## config.mk

```make
export PLATFORM = sky130hd
export DESIGN_NAME = imhq_ctrl
export DESIGN_NICKNAME = d
export VERILOG_FILES = /design/src/imhq_pkg.sv /design/src/imhq_ctrl.sv
export VERILOG_INCLUDE_DIRS = /design/src /design/src/src
export SDC_FILE = /design/constraint.sdc
export NUM_CORES = 1
export LEC_CHECK = 0
export BUFFER_PORTS_ARGS = -buffer_cell sky130_fd_sc_hd__buf_2
export CAP_MARGIN = 20
export CORE_MARGIN = 5
export CORE_UTILIZATION = 44
export DETAILED_ROUTE_END_ITERATION = 8
export PLACE_DENSITY = 0.89
export SLEW_MARGIN = 20
export SYNTH_ARGS = -nofsm -noshare
export SYNTH_HDL_FRONTEND = slang
export SYNTH_SLANG_ARGS = --single-unit
```

## constraint.sdc

```tcl
create_clock -name clk -period 2 [get_ports clk]
set_input_delay 0.5 -clock clk [delete_from_list [all_inputs] [get_ports clk]]
set_output_delay 0.5 -clock clk [all_outputs]
set_load 0.05 [all_outputs]
```

## src/indexed_min_heap_queue_assert.svh

```systemverilog
// Assertion macros shared by the heap queue modules.
`ifndef INDEXED_MIN_HEAP_QUEUE_ASSERT_SVH
`define INDEXED_MIN_HEAP_QUEUE_ASSERT_SVH
// Property that holds in the clock after the antecedent.
`define IMHQ_ASSERT_NEXT(label, clk, rst, ante, cons) \
  label: assert property (@(posedge clk) disable iff (rst) (ante) |=> (cons)) \
    else $error("assertion failed");
// Property that holds in the same clock as the antecedent.
`define IMHQ_ASSERT_NOW(label, clk, rst, ante, cons) \
  label: assert property (@(posedge clk) disable iff (rst) (ante) |-> (cons)) \
    else $error("assertion failed");
`endif

```

## src/imhq_pkg.sv

```systemverilog
// Package with types, constants and command structs of the heap queue.
`timescale 1ns / 1ps
package imhq_pkg;
  localparam int Capacity = 256;
  localparam int KeyBits = 32;
  localparam int IdCount = 256;
  localparam int SlotBits = $clog2(Capacity + 1);
  localparam int AddrBits = $clog2(Capacity + 1);
  localparam int IdBits = 8;
  localparam int EntryBits = IdBits + KeyBits;

  localparam logic OP_INSERT = 1'b0;
  localparam logic OP_REMOVE = 1'b1;

  localparam logic [2:0] ST_INSERTED = 3'd0;
  localparam logic [2:0] ST_LOWERED = 3'd1;
  localparam logic [2:0] ST_UNCHANGED = 3'd2;
  localparam logic [2:0] ST_REMOVED = 3'd3;
  localparam logic [2:0] ST_ABSENT = 3'd4;
  localparam logic [2:0] ST_FULL = 3'd5;

  typedef struct packed {
    logic operation;
    logic [7:0] element_id;
    logic [31:0] priority_key;
  } req_t;

  typedef struct packed {
    logic [2:0] status;
    logic [7:0] top_id;
    logic [31:0] top_key;
    logic queue_empty;
    logic [8:0] entry_count;
  } rsp_t;

  typedef struct packed {
    logic [IdBits-1:0] id;
    logic [KeyBits-1:0] key;
  } entry_t;

  typedef enum logic [3:0] {
    S_IDLE, S_LOOKUP, S_DECIDE, S_PLACE,
    S_DN_RD, S_DN_RD2, S_DN_CMP, S_UP_RD, S_UP_CMP,
    S_PUT, S_TOP_RD, S_DONE
  } state_t;

  // Commands from controller to datapath.
  typedef struct packed {
    logic capture;        // latch request and look up position map
    logic rd_slot;        // read heap slot given by the position map
    logic rd_last;        // read last slot
    logic rd_left;        // read left child of cur
    logic rd_right;       // read right child of cur, latch left child
    logic rd_parent;      // read parent of cur
    logic rd_top;         // read slot 1
    logic do_insert;      // grow and start sift-up at the new slot
    logic do_lower;       // start sift-up at the looked-up slot
    logic do_remove;      // clear presence, shrink, take last entry
    logic dn_step;        // move chosen child up into cur
    logic up_step;        // move parent down into cur
    logic put_ent;        // write moving entry at cur
    logic [2:0] status;
    logic finish;         // build response
  } cmd_t;

  typedef struct packed {
    logic present;
    logic full;
    logic lower;
    logic last_removed;   // removed slot was the last slot
    logic has_child;
    logic dn_move;
    logic at_root;
    logic up_move;
    logic out_free;       // response register can take a new response
  } sts_t;
endpackage

```

## src/imhq_ctrl.sv

```systemverilog
// Controller state machine sequencing lookups, sifts and responses.
`timescale 1ns / 1ps
`include "indexed_min_heap_queue_assert.svh"
module imhq_ctrl import imhq_pkg::*; (
  input  logic   clk,
  input  logic   rst,
  input  logic   in_valid,
  input  logic   is_remove,
  output logic   in_ready,
  input  sts_t   sts,
  output cmd_t   cmd
);
  state_t state, state_next;
  logic [2:0] status, status_next;

  always_ff @(posedge clk) begin
    if (rst) begin
      state <= S_IDLE;
      status <= ST_INSERTED;
    end else begin
      state <= state_next;
      status <= status_next;
    end
  end

  always_comb begin
    state_next = state;
    status_next = status;
    cmd = '0;
    cmd.status = status;
    in_ready = 1'b0;
    case (state)
      S_IDLE: begin
        in_ready = 1'b1;
        if (in_valid) begin
          cmd.capture = 1'b1;
          state_next = S_LOOKUP;
        end
      end
      S_LOOKUP: begin
        cmd.rd_slot = 1'b1;
        state_next = S_DECIDE;
      end
      S_DECIDE: begin
        if (!is_remove) begin
          if (!sts.present) begin
            if (sts.full) begin
              status_next = ST_FULL;
              state_next = S_TOP_RD;
            end else begin
              cmd.do_insert = 1'b1;
              status_next = ST_INSERTED;
              state_next = S_UP_RD;
            end
          end else if (sts.lower) begin
            cmd.do_lower = 1'b1;
            status_next = ST_LOWERED;
            state_next = S_UP_RD;
          end else begin
            status_next = ST_UNCHANGED;
            state_next = S_TOP_RD;
          end
        end else if (!sts.present) begin
          status_next = ST_ABSENT;
          state_next = S_TOP_RD;
        end else begin
          cmd.rd_last = 1'b1;
          status_next = ST_REMOVED;
          state_next = S_PLACE;
        end
      end
      S_PLACE: begin
        cmd.do_remove = 1'b1;
        state_next = sts.last_removed ? S_TOP_RD : S_DN_RD;
      end
      S_DN_RD: begin
        if (sts.has_child) begin
          cmd.rd_left = 1'b1;
          state_next = S_DN_RD2;
        end else begin
          state_next = S_UP_RD;
        end
      end
      S_DN_RD2: begin
        cmd.rd_right = 1'b1;
        state_next = S_DN_CMP;
      end
      S_DN_CMP: begin
        if (sts.dn_move) begin
          cmd.dn_step = 1'b1;
          state_next = S_DN_RD;
        end else begin
          state_next = S_UP_RD;
        end
      end
      S_UP_RD: begin
        if (sts.at_root) begin
          state_next = S_PUT;
        end else begin
          cmd.rd_parent = 1'b1;
          state_next = S_UP_CMP;
        end
      end
      S_UP_CMP: begin
        if (sts.up_move) begin
          cmd.up_step = 1'b1;
          state_next = S_UP_RD;
        end else begin
          state_next = S_PUT;
        end
      end
      S_PUT: begin
        cmd.put_ent = 1'b1;
        state_next = S_TOP_RD;
      end
      S_TOP_RD: begin
        cmd.rd_top = 1'b1;
        state_next = S_DONE;
      end
      S_DONE: begin
        // Keep slot 1 on the read port while the response register is busy.
        cmd.rd_top = 1'b1;
        if (sts.out_free) begin
          cmd.finish = 1'b1;
          state_next = S_IDLE;
        end
      end
      default: state_next = S_IDLE;
    endcase
  end

  `IMHQ_ASSERT_NOW(a_ready_idle, clk, rst, in_ready, state == S_IDLE)
  `IMHQ_ASSERT_NEXT(a_cap_lookup, clk, rst, cmd.capture, state == S_LOOKUP)
  `IMHQ_ASSERT_NEXT(a_finish_idle, clk, rst, cmd.finish, state == S_IDLE)
endmodule

```

======== Yosys cells after proc, flatten, opt, wreduce, memory -nomap -nowiden ========
Cells that the tools add are included.
word-level totals
  output and inout bits ................... 18
  flip-flop bits (word level) ............. 7
  word-level logic and storage cells ...... 63
operators by class
  reduce and logical (&&, ||, !) cells .... 3
  equal/unequal tests ..................... 13
  muxes and demuxes ....................... 45
operators with widths
  cell                                           number
  case mux 4 bit (12 select lines)               1
  2-to-1 mux 4 bit                               9
  2-to-1 mux 1 bit                               26
  == test 4 x 3 -> 1 bit, second input constant  4
  == test 4 bit, second input constant           4
  2-to-1 mux 3 bit                               4
  2-to-1 mux 2 bit                               5
  == test 4 x 2 -> 1 bit, second input constant  2
  == test 4 x 1 -> 1 bit, second input constant  1
  logical NOT 4 bit                              1
  != test 2 bit, second input constant           2
  AND reduction 2 bit                            1
  OR reduction 2 bit                             1

======== Depth between registers and ports, before layout ========
Gate-level depths: netlist of the first run.
  depth after elaboration ................. 4
  mapped depth ............................ 5
  depth with buffers taken out ............ 3

======== Worst setup path before layout of the first run ========
OpenSTA, ideal clock, no wires.
  path kind ............................... register -> output
  from .................................... register state[0]
  to ...................................... output port cmd[16] (netlist name)
  slack ................................... -1,251 ps
  cell stages (with the launch flop) ...... 4
  data arrival time ....................... 2,751 ps
  cell sequence ........................... dfxtp_1 > clkbuf_1 > nor4_1 > and2_1
RTL lines
  element                 RTL line         RTL
  start, declared         imhq_ctrl.sv:13  state_t state, state_next;
  start signal, assigned  imhq_ctrl.sv:21  state <= state_next;
  end, declared           imhq_ctrl.sv:11  output cmd_t cmd

==> results.ini, run 1 <==
[clock_network]
h-tree-depth = 1
clkSlewWorstSetupHoldPaths_ps = 60
cts_made_buffers = 3
cts_tree = built
ctsHoldBuffers = 0
insertion_delay_ps = 260
root_buffer = clkbuf_4
cts_sinks = 7
cts_buffer_depth = 2

[global_routing]
grt_util_all_layers = 0.1948
antenna_found_initial = 0
overflow = 0
grt_max_degree = 22
grt_pass1_wl_mm = 3.056
grt_pass1_vias = 722

[timing]
period_share = 0.9997
drv_slew = 0
min_period_ps = 1999
tightest_slew_ps = 343.5
fmaxAchievable_mhz = 500.1
relSlewSlack = 0.7686
setup_violations = 0
tns_ps = 0
holdWs_ps = 454.1
rsz0062_at_grt = true
finalHoldViolCount = 0
finClkSkew_ps = 2.464

[critical_path]
critPathCaptureType = output port
crit_chain = or4b_4, nor3_4, buf_6
critPathLaunchType = register
cpLargestDelayFamily = simple AND/OR/NAND/NOR gates
cp_max_fo = 4
path_buf_inv = 1
crit_type = reg2out
critPathSlowestCell = or4b_4
required_ps = 1500
max_stage_delay_ps = 590
arrival_ps = 1500

[synthesis]
ys_warn_count = 0
ys.flop_type = dfxtp_1
async_flop_share = 0
synth_seq_cells = 7
synth-edff-count = 0
synth_cell_types = 39
postSynthCellCount = 89
ys_seq_area_frac = 0.2175
syn-num-nets = 102
syn_area_sq_um = 644.4
syn_avg_cell_area_sq_um = 7.240

[floorplan]
initial_core_util = 0.4773
dieHeight_um = 48.27
fp-row-count = 13
die_area_sq_mm = 0.002330
die_w_um = 48.27
io_pins = 31
design.core.area_sq_mm = 0.001350

[drt]
dr.pass1.iters = 4
wl_per_cell_um = 15.65
wirelength_mm = 2.128
dr_total_vias = 820
drc = 0
first_iter_violations = 22
viasPerCell = 6.029
ant_nets = 0

[placement]
placed_cell_area_sq_um = 889.6
post-dp-hpwl_mm = 1.472
io_buffers = 30
dp_cells = 131
gp_congestion = 0.7909

[status]
outcome = completed

[cells_and_area]
drive_above_1_share = 0.5124
n_antenna_cell = 0
num-fill-cells = 109
nets = 135
area_delta_synth_final_pct = 52.62
stdcell_count = 136
finalCoreUtilization = 0.7285
stdcell_area_sq_um = 983.4

[pwr]
p_leak_nw = 0.4341
peakVddDrop_mv = 0.9819
p_per_area_mw_per_mm2 = 1404

[flow_run]
drv_cap = 0

[worst_hold_path]
hp-class = reg2reg

## layout by cell type, fill, tap and decap left out, drive strengths merged, types with 3 or more instances in the layout
master  count
nand2       8
inv         3
clkbuf     10
o21ai       3
or3         3
nor2        5
or3b        4
nor3        6
buf        30
dfxtp       7
a21oi       6
nand2b      5
## stage by stage
step           setup slack [ps]  power, mW
2_1_floorplan            -177.7     0.9732
3_3_place_gp              120.3      1.140
3_5_place_dp              90.65      1.168
4_1_cts                  -10.54      1.330
5_1_grt                  -42.32      1.461
6_report                 0.5624      1.381
## per-layer routing
metal	GRT usage	wire [um]	share of wire	up-vias
met4	0.1075	41	0.019	0
li1	-	-	-	390
met2	0.3099	1096	0.52	39
met1	0.2269	838	0.39	387
met5	0	0	0	-
met3	0.06642	151	0.071	4
## sequential cells by signal, summed over array words and instances, names as in the netlist
| register | flops |
|---|---|
| state | 4 |
| status | 3 |
## Yosys cell counts, types with 2 or more instances
cell type	instances	area share
a31oi_1	2	0.019
nand2b_1	5	0.049
inv_1	3	0.017
a211o_1	2	0.027
or3b_2	3	0.041
nand2_1	8	0.047
nor3_1	6	0.047
o21ai_0	3	0.023
or3_1	3	0.029
or2_2	2	0.019
a21boi_0	2	0.023
and3_1	2	0.019
nor2_1	5	0.029
and2_1	2	0.019
dfxtp_1	7	0.22
clkbuf_1	6	0.035
a21oi_1	5	0.039
nor2b_1	2	0.019
## path summary, 6_finish.rpt
path	from	to	slack (ps)	cells after the start
setup / recovery	state[2]$_SDFFE_PP0P_	cmd[9]	0.6	3
hold reg to reg	status[2]$_SDFFE_PP0P_	status[2]$_SDFFE_PP0P_	450	2
hold / removal	status[2]$_SDFFE_PP0P_	status[2]$_SDFFE_PP0P_	450	2
setup reg to reg	state[2]$_SDFFE_PP0P_	status[2]$_SDFFE_PP0P_	330	4
## power by group
part	internal [mW]	total [mW]	switching, mW	leakage [nW]
Sequential	0.191	0.224	0.0332	0.0582
Combinational	0.361	1.02	0.656	0.361
Clock	0.0769	0.140	0.0631	0.0150
Total	0.629	1.38	0.752	0.434
## kinds of logic (layout without fill, tap and decap cells)
| logic type | Yosys count | after routing | synth area share |
|---|---|---|---|
| simple gates | 48 | 48 | 0.4544 |
| compound gates | 23 | 23 | 0.2524 |
| buf+inv | 11 | 43 | 0.07572 |
| flops | 7 | 7 | 0.2175 |
## worst min-delay path, cell delays in order, from the launching register on
cell,delay (ps)
dfxtp_1,310
nand2_1,50
a21oi_1,50
## timing repair
item | in CTS | in global routing
endpoints found under the hold margin | 0 | 0
buffers inserted | 0 | 1
pin swaps | 0 | 0
setup endpoints to repair | 8 | 12
gates resized for setup | 11 | 12
## cell type report
type | count | area (sq um) | area share
timing repair buffer | 36 | 244.0 | 0.2481
sequential | 7 | 145.1 | 0.1476
multi-input combinational | 71 | 538.0 | 0.5471
inverter | 3 | 11.26 | 0.01145
clock buffer | 4 | 26.28 | 0.02672
tap | 15 | 18.77 | 0.01908
Power figures use the tool's default switching activity.
==> inputs of run 2 (changes only) <==
CORE_MARGIN = unset   (was 5)
SLEW_MARGIN = unset   (was 20)
==> run 2 against run 1 <==
Compared with the run above:
- critical path type unchanged
- global-route usage rose by 8.2 points
- largest cell class unchanged
- hold slack improved by 1.7 ps
- fmax fell by 0.58%
- power fell by 1.0%
- routed wire length fell by 3.5%
- clock skew rose by 14 ps
- clock power fell by 4%
- cell count rose by 1.5%
- first-iteration DRC count rose by 68%
- the run now ends with negative setup slack left
==> results.ini, run 2 (same netlist as run 1, synthesis figures left out) <==
[status]
outcome = finished, violations left
violations = negative setup slack

[clock_network]
cts_buffer_depth = 2
cts_sinks = 7
h-tree-depth = 1
cts_made_buffers = 3
insertion_delay_ps = 270
ctsHoldBuffers = 0
cts_tree = built
root_buffer = clkbuf_4
clkSlewWorstSetupHoldPaths_ps = 70

[floorplan]
die_w_um = 40.27
io_pins = 31
dieHeight_um = 40.27
die_area_sq_mm = 0.001622
initial_core_util = 0.4831
fp-row-count = 13
design.core.area_sq_mm = 0.001334

[cells_and_area]
mostFrequentLayoutCells = buf_2, buf_4, nand2_1, dfxtp_1, clkbuf_4
stdcell_count = 138
area_delta_synth_final_pct = 53.01
regMostFlops = state
final_common_cell = buf_2
nets = 137
n_antenna_cell = 0
drive_above_1_share = 0.5122
reg_top3 = state (4), status (3)
largest_reg_flops = 4

[placement]
gp_congestion = 0.8019
dp_cells = 130
pre_cts_ws_ps = 92.94
io_buffers = 30
post-dp-hpwl_mm = 1.283

[critical_path]
arrival_ps = 1510
cp_max_fo = 5
critPathCaptureType = output port
critPathLaunchType = register
required_ps = 1500
crit_type = reg2out

[timing]
relSlewSlack = 0.8015
min_period_ps = 2011
drv_slew = 0
tns_ps = -21.66
rsz0062_at_grt = true
tightest_slew_ps = 294.7
fmaxAchievable_mhz = 497.2
finalWorstSetupSlack_ps = -11.18
setup_violations = 2
finalHoldViolCount = 0
finClkSkew_ps = 16.25
period_share = 1.006

[global_routing]
grt_pass1_vias = 636
grt_pass1_wl_mm = 2.870
antenna_found_initial = 0
grt_max_degree = 22
grt_util_all_layers = 0.2766
overflow = 0

[pwr]
p_total_mw = 1.367
p_per_area_mw_per_mm2 = 1386
p_leak_nw = 0.4468
peakVddDrop_mv = 0.7121

[drt]
dr.pass1.iters = 4
wl_per_cell_um = 14.88
dr_total_vias = 807
first_iter_violations = 37
viasPerCell = 5.848
wirelength_mm = 2.053
ant_nets = 0
drc = 0

[flow_run]
drv_cap = 0

[worst_hold_path]
hp-class = reg2reg

-- run 2: cell types whose count changed in the layout (fill, tap and decap cells not counted), sizes merged --
| cell | before | now |
|---|---|---|
| clkinv | 0 | 1 |
| clkbuf | 10 | 6 |
| buf | 30 | 35 |
-- run 2: timing repair --
item                       in CTS  in global routing
gates cloned                    0                  0
setup endpoints to repair       9                 11
pin swaps                       1                  1
resized for setup              10                  7
setup buffers                   2                  2
-- run 2: power by group --
group | internal [mW] | leakage (nW) | switching, mW | total [mW]
logic | 0.365 | 0.372 | 0.660 | 1.03
registers | 0.183 | 0.0571 | 0.0251 | 0.208
clock network | 0.0735 | 0.0177 | 0.0606 | 0.134
total | 0.621 | 0.447 | 0.745 | 1.37
-- run 2: through the flow --
| stage | hold WS (ps) | util | area, sq um |
|---|---|---|---|
| finish | 455.7 | 0.7392 | 985.9 |
| global route | 476.3 | 0.7392 | 985.9 |
| CTS | 455.2 | 0.7129 | 950.9 |
| detailed placement | 444.3 | 0.6614 | 882.1 |
| global placement | 435.1 | 0.6614 | 882.1 |
| floorplan | 666.8 | - | 721.9 |
-- run 2: routing by layer --
layer	vias up	track usage	share of wire
met3	4	0.09444	0.068
met2	34	0.4113	0.50
li1	393	-	-
met1	376	0.3597	0.42
met4	0	0.1167	0.0097
met5	-	0	0
-- run 2: final timing paths --
path	startpoint	to	slack [ps]	cells after the start
min	status[0]$_SDFFE_PP0P_	status[0]$_SDFFE_PP0P_	460	2
min reg2reg	status[0]$_SDFFE_PP0P_	status[0]$_SDFFE_PP0P_	460	2
max	state[3]$_SDFFE_PP0P_	cmd[8]	-10	3
max reg2reg	state[3]$_SDFFE_PP0P_	status[2]$_SDFFE_PP0P_	300	4
-- run 2: cell type report --
cell class / instances / area, sq um
Timing Repair Buffer: 38 / 250.2
Clock inverter: 1 / 5.005
Inverter: 3 / 11.26
Clock buffer: 3 / 22.52
Sequential cell: 7 / 140.1
Fill cell: 99 / 347.8
Multi-Input combinational cell: 71 / 538.0
Tap cell: 15 / 18.77
-- run 2: worst max-delay path, stage by stage, from the launching register on --
cell	delay (ps)
dfxtp_1	310
or4b_4	600
nor3_4	150
buf_6	180
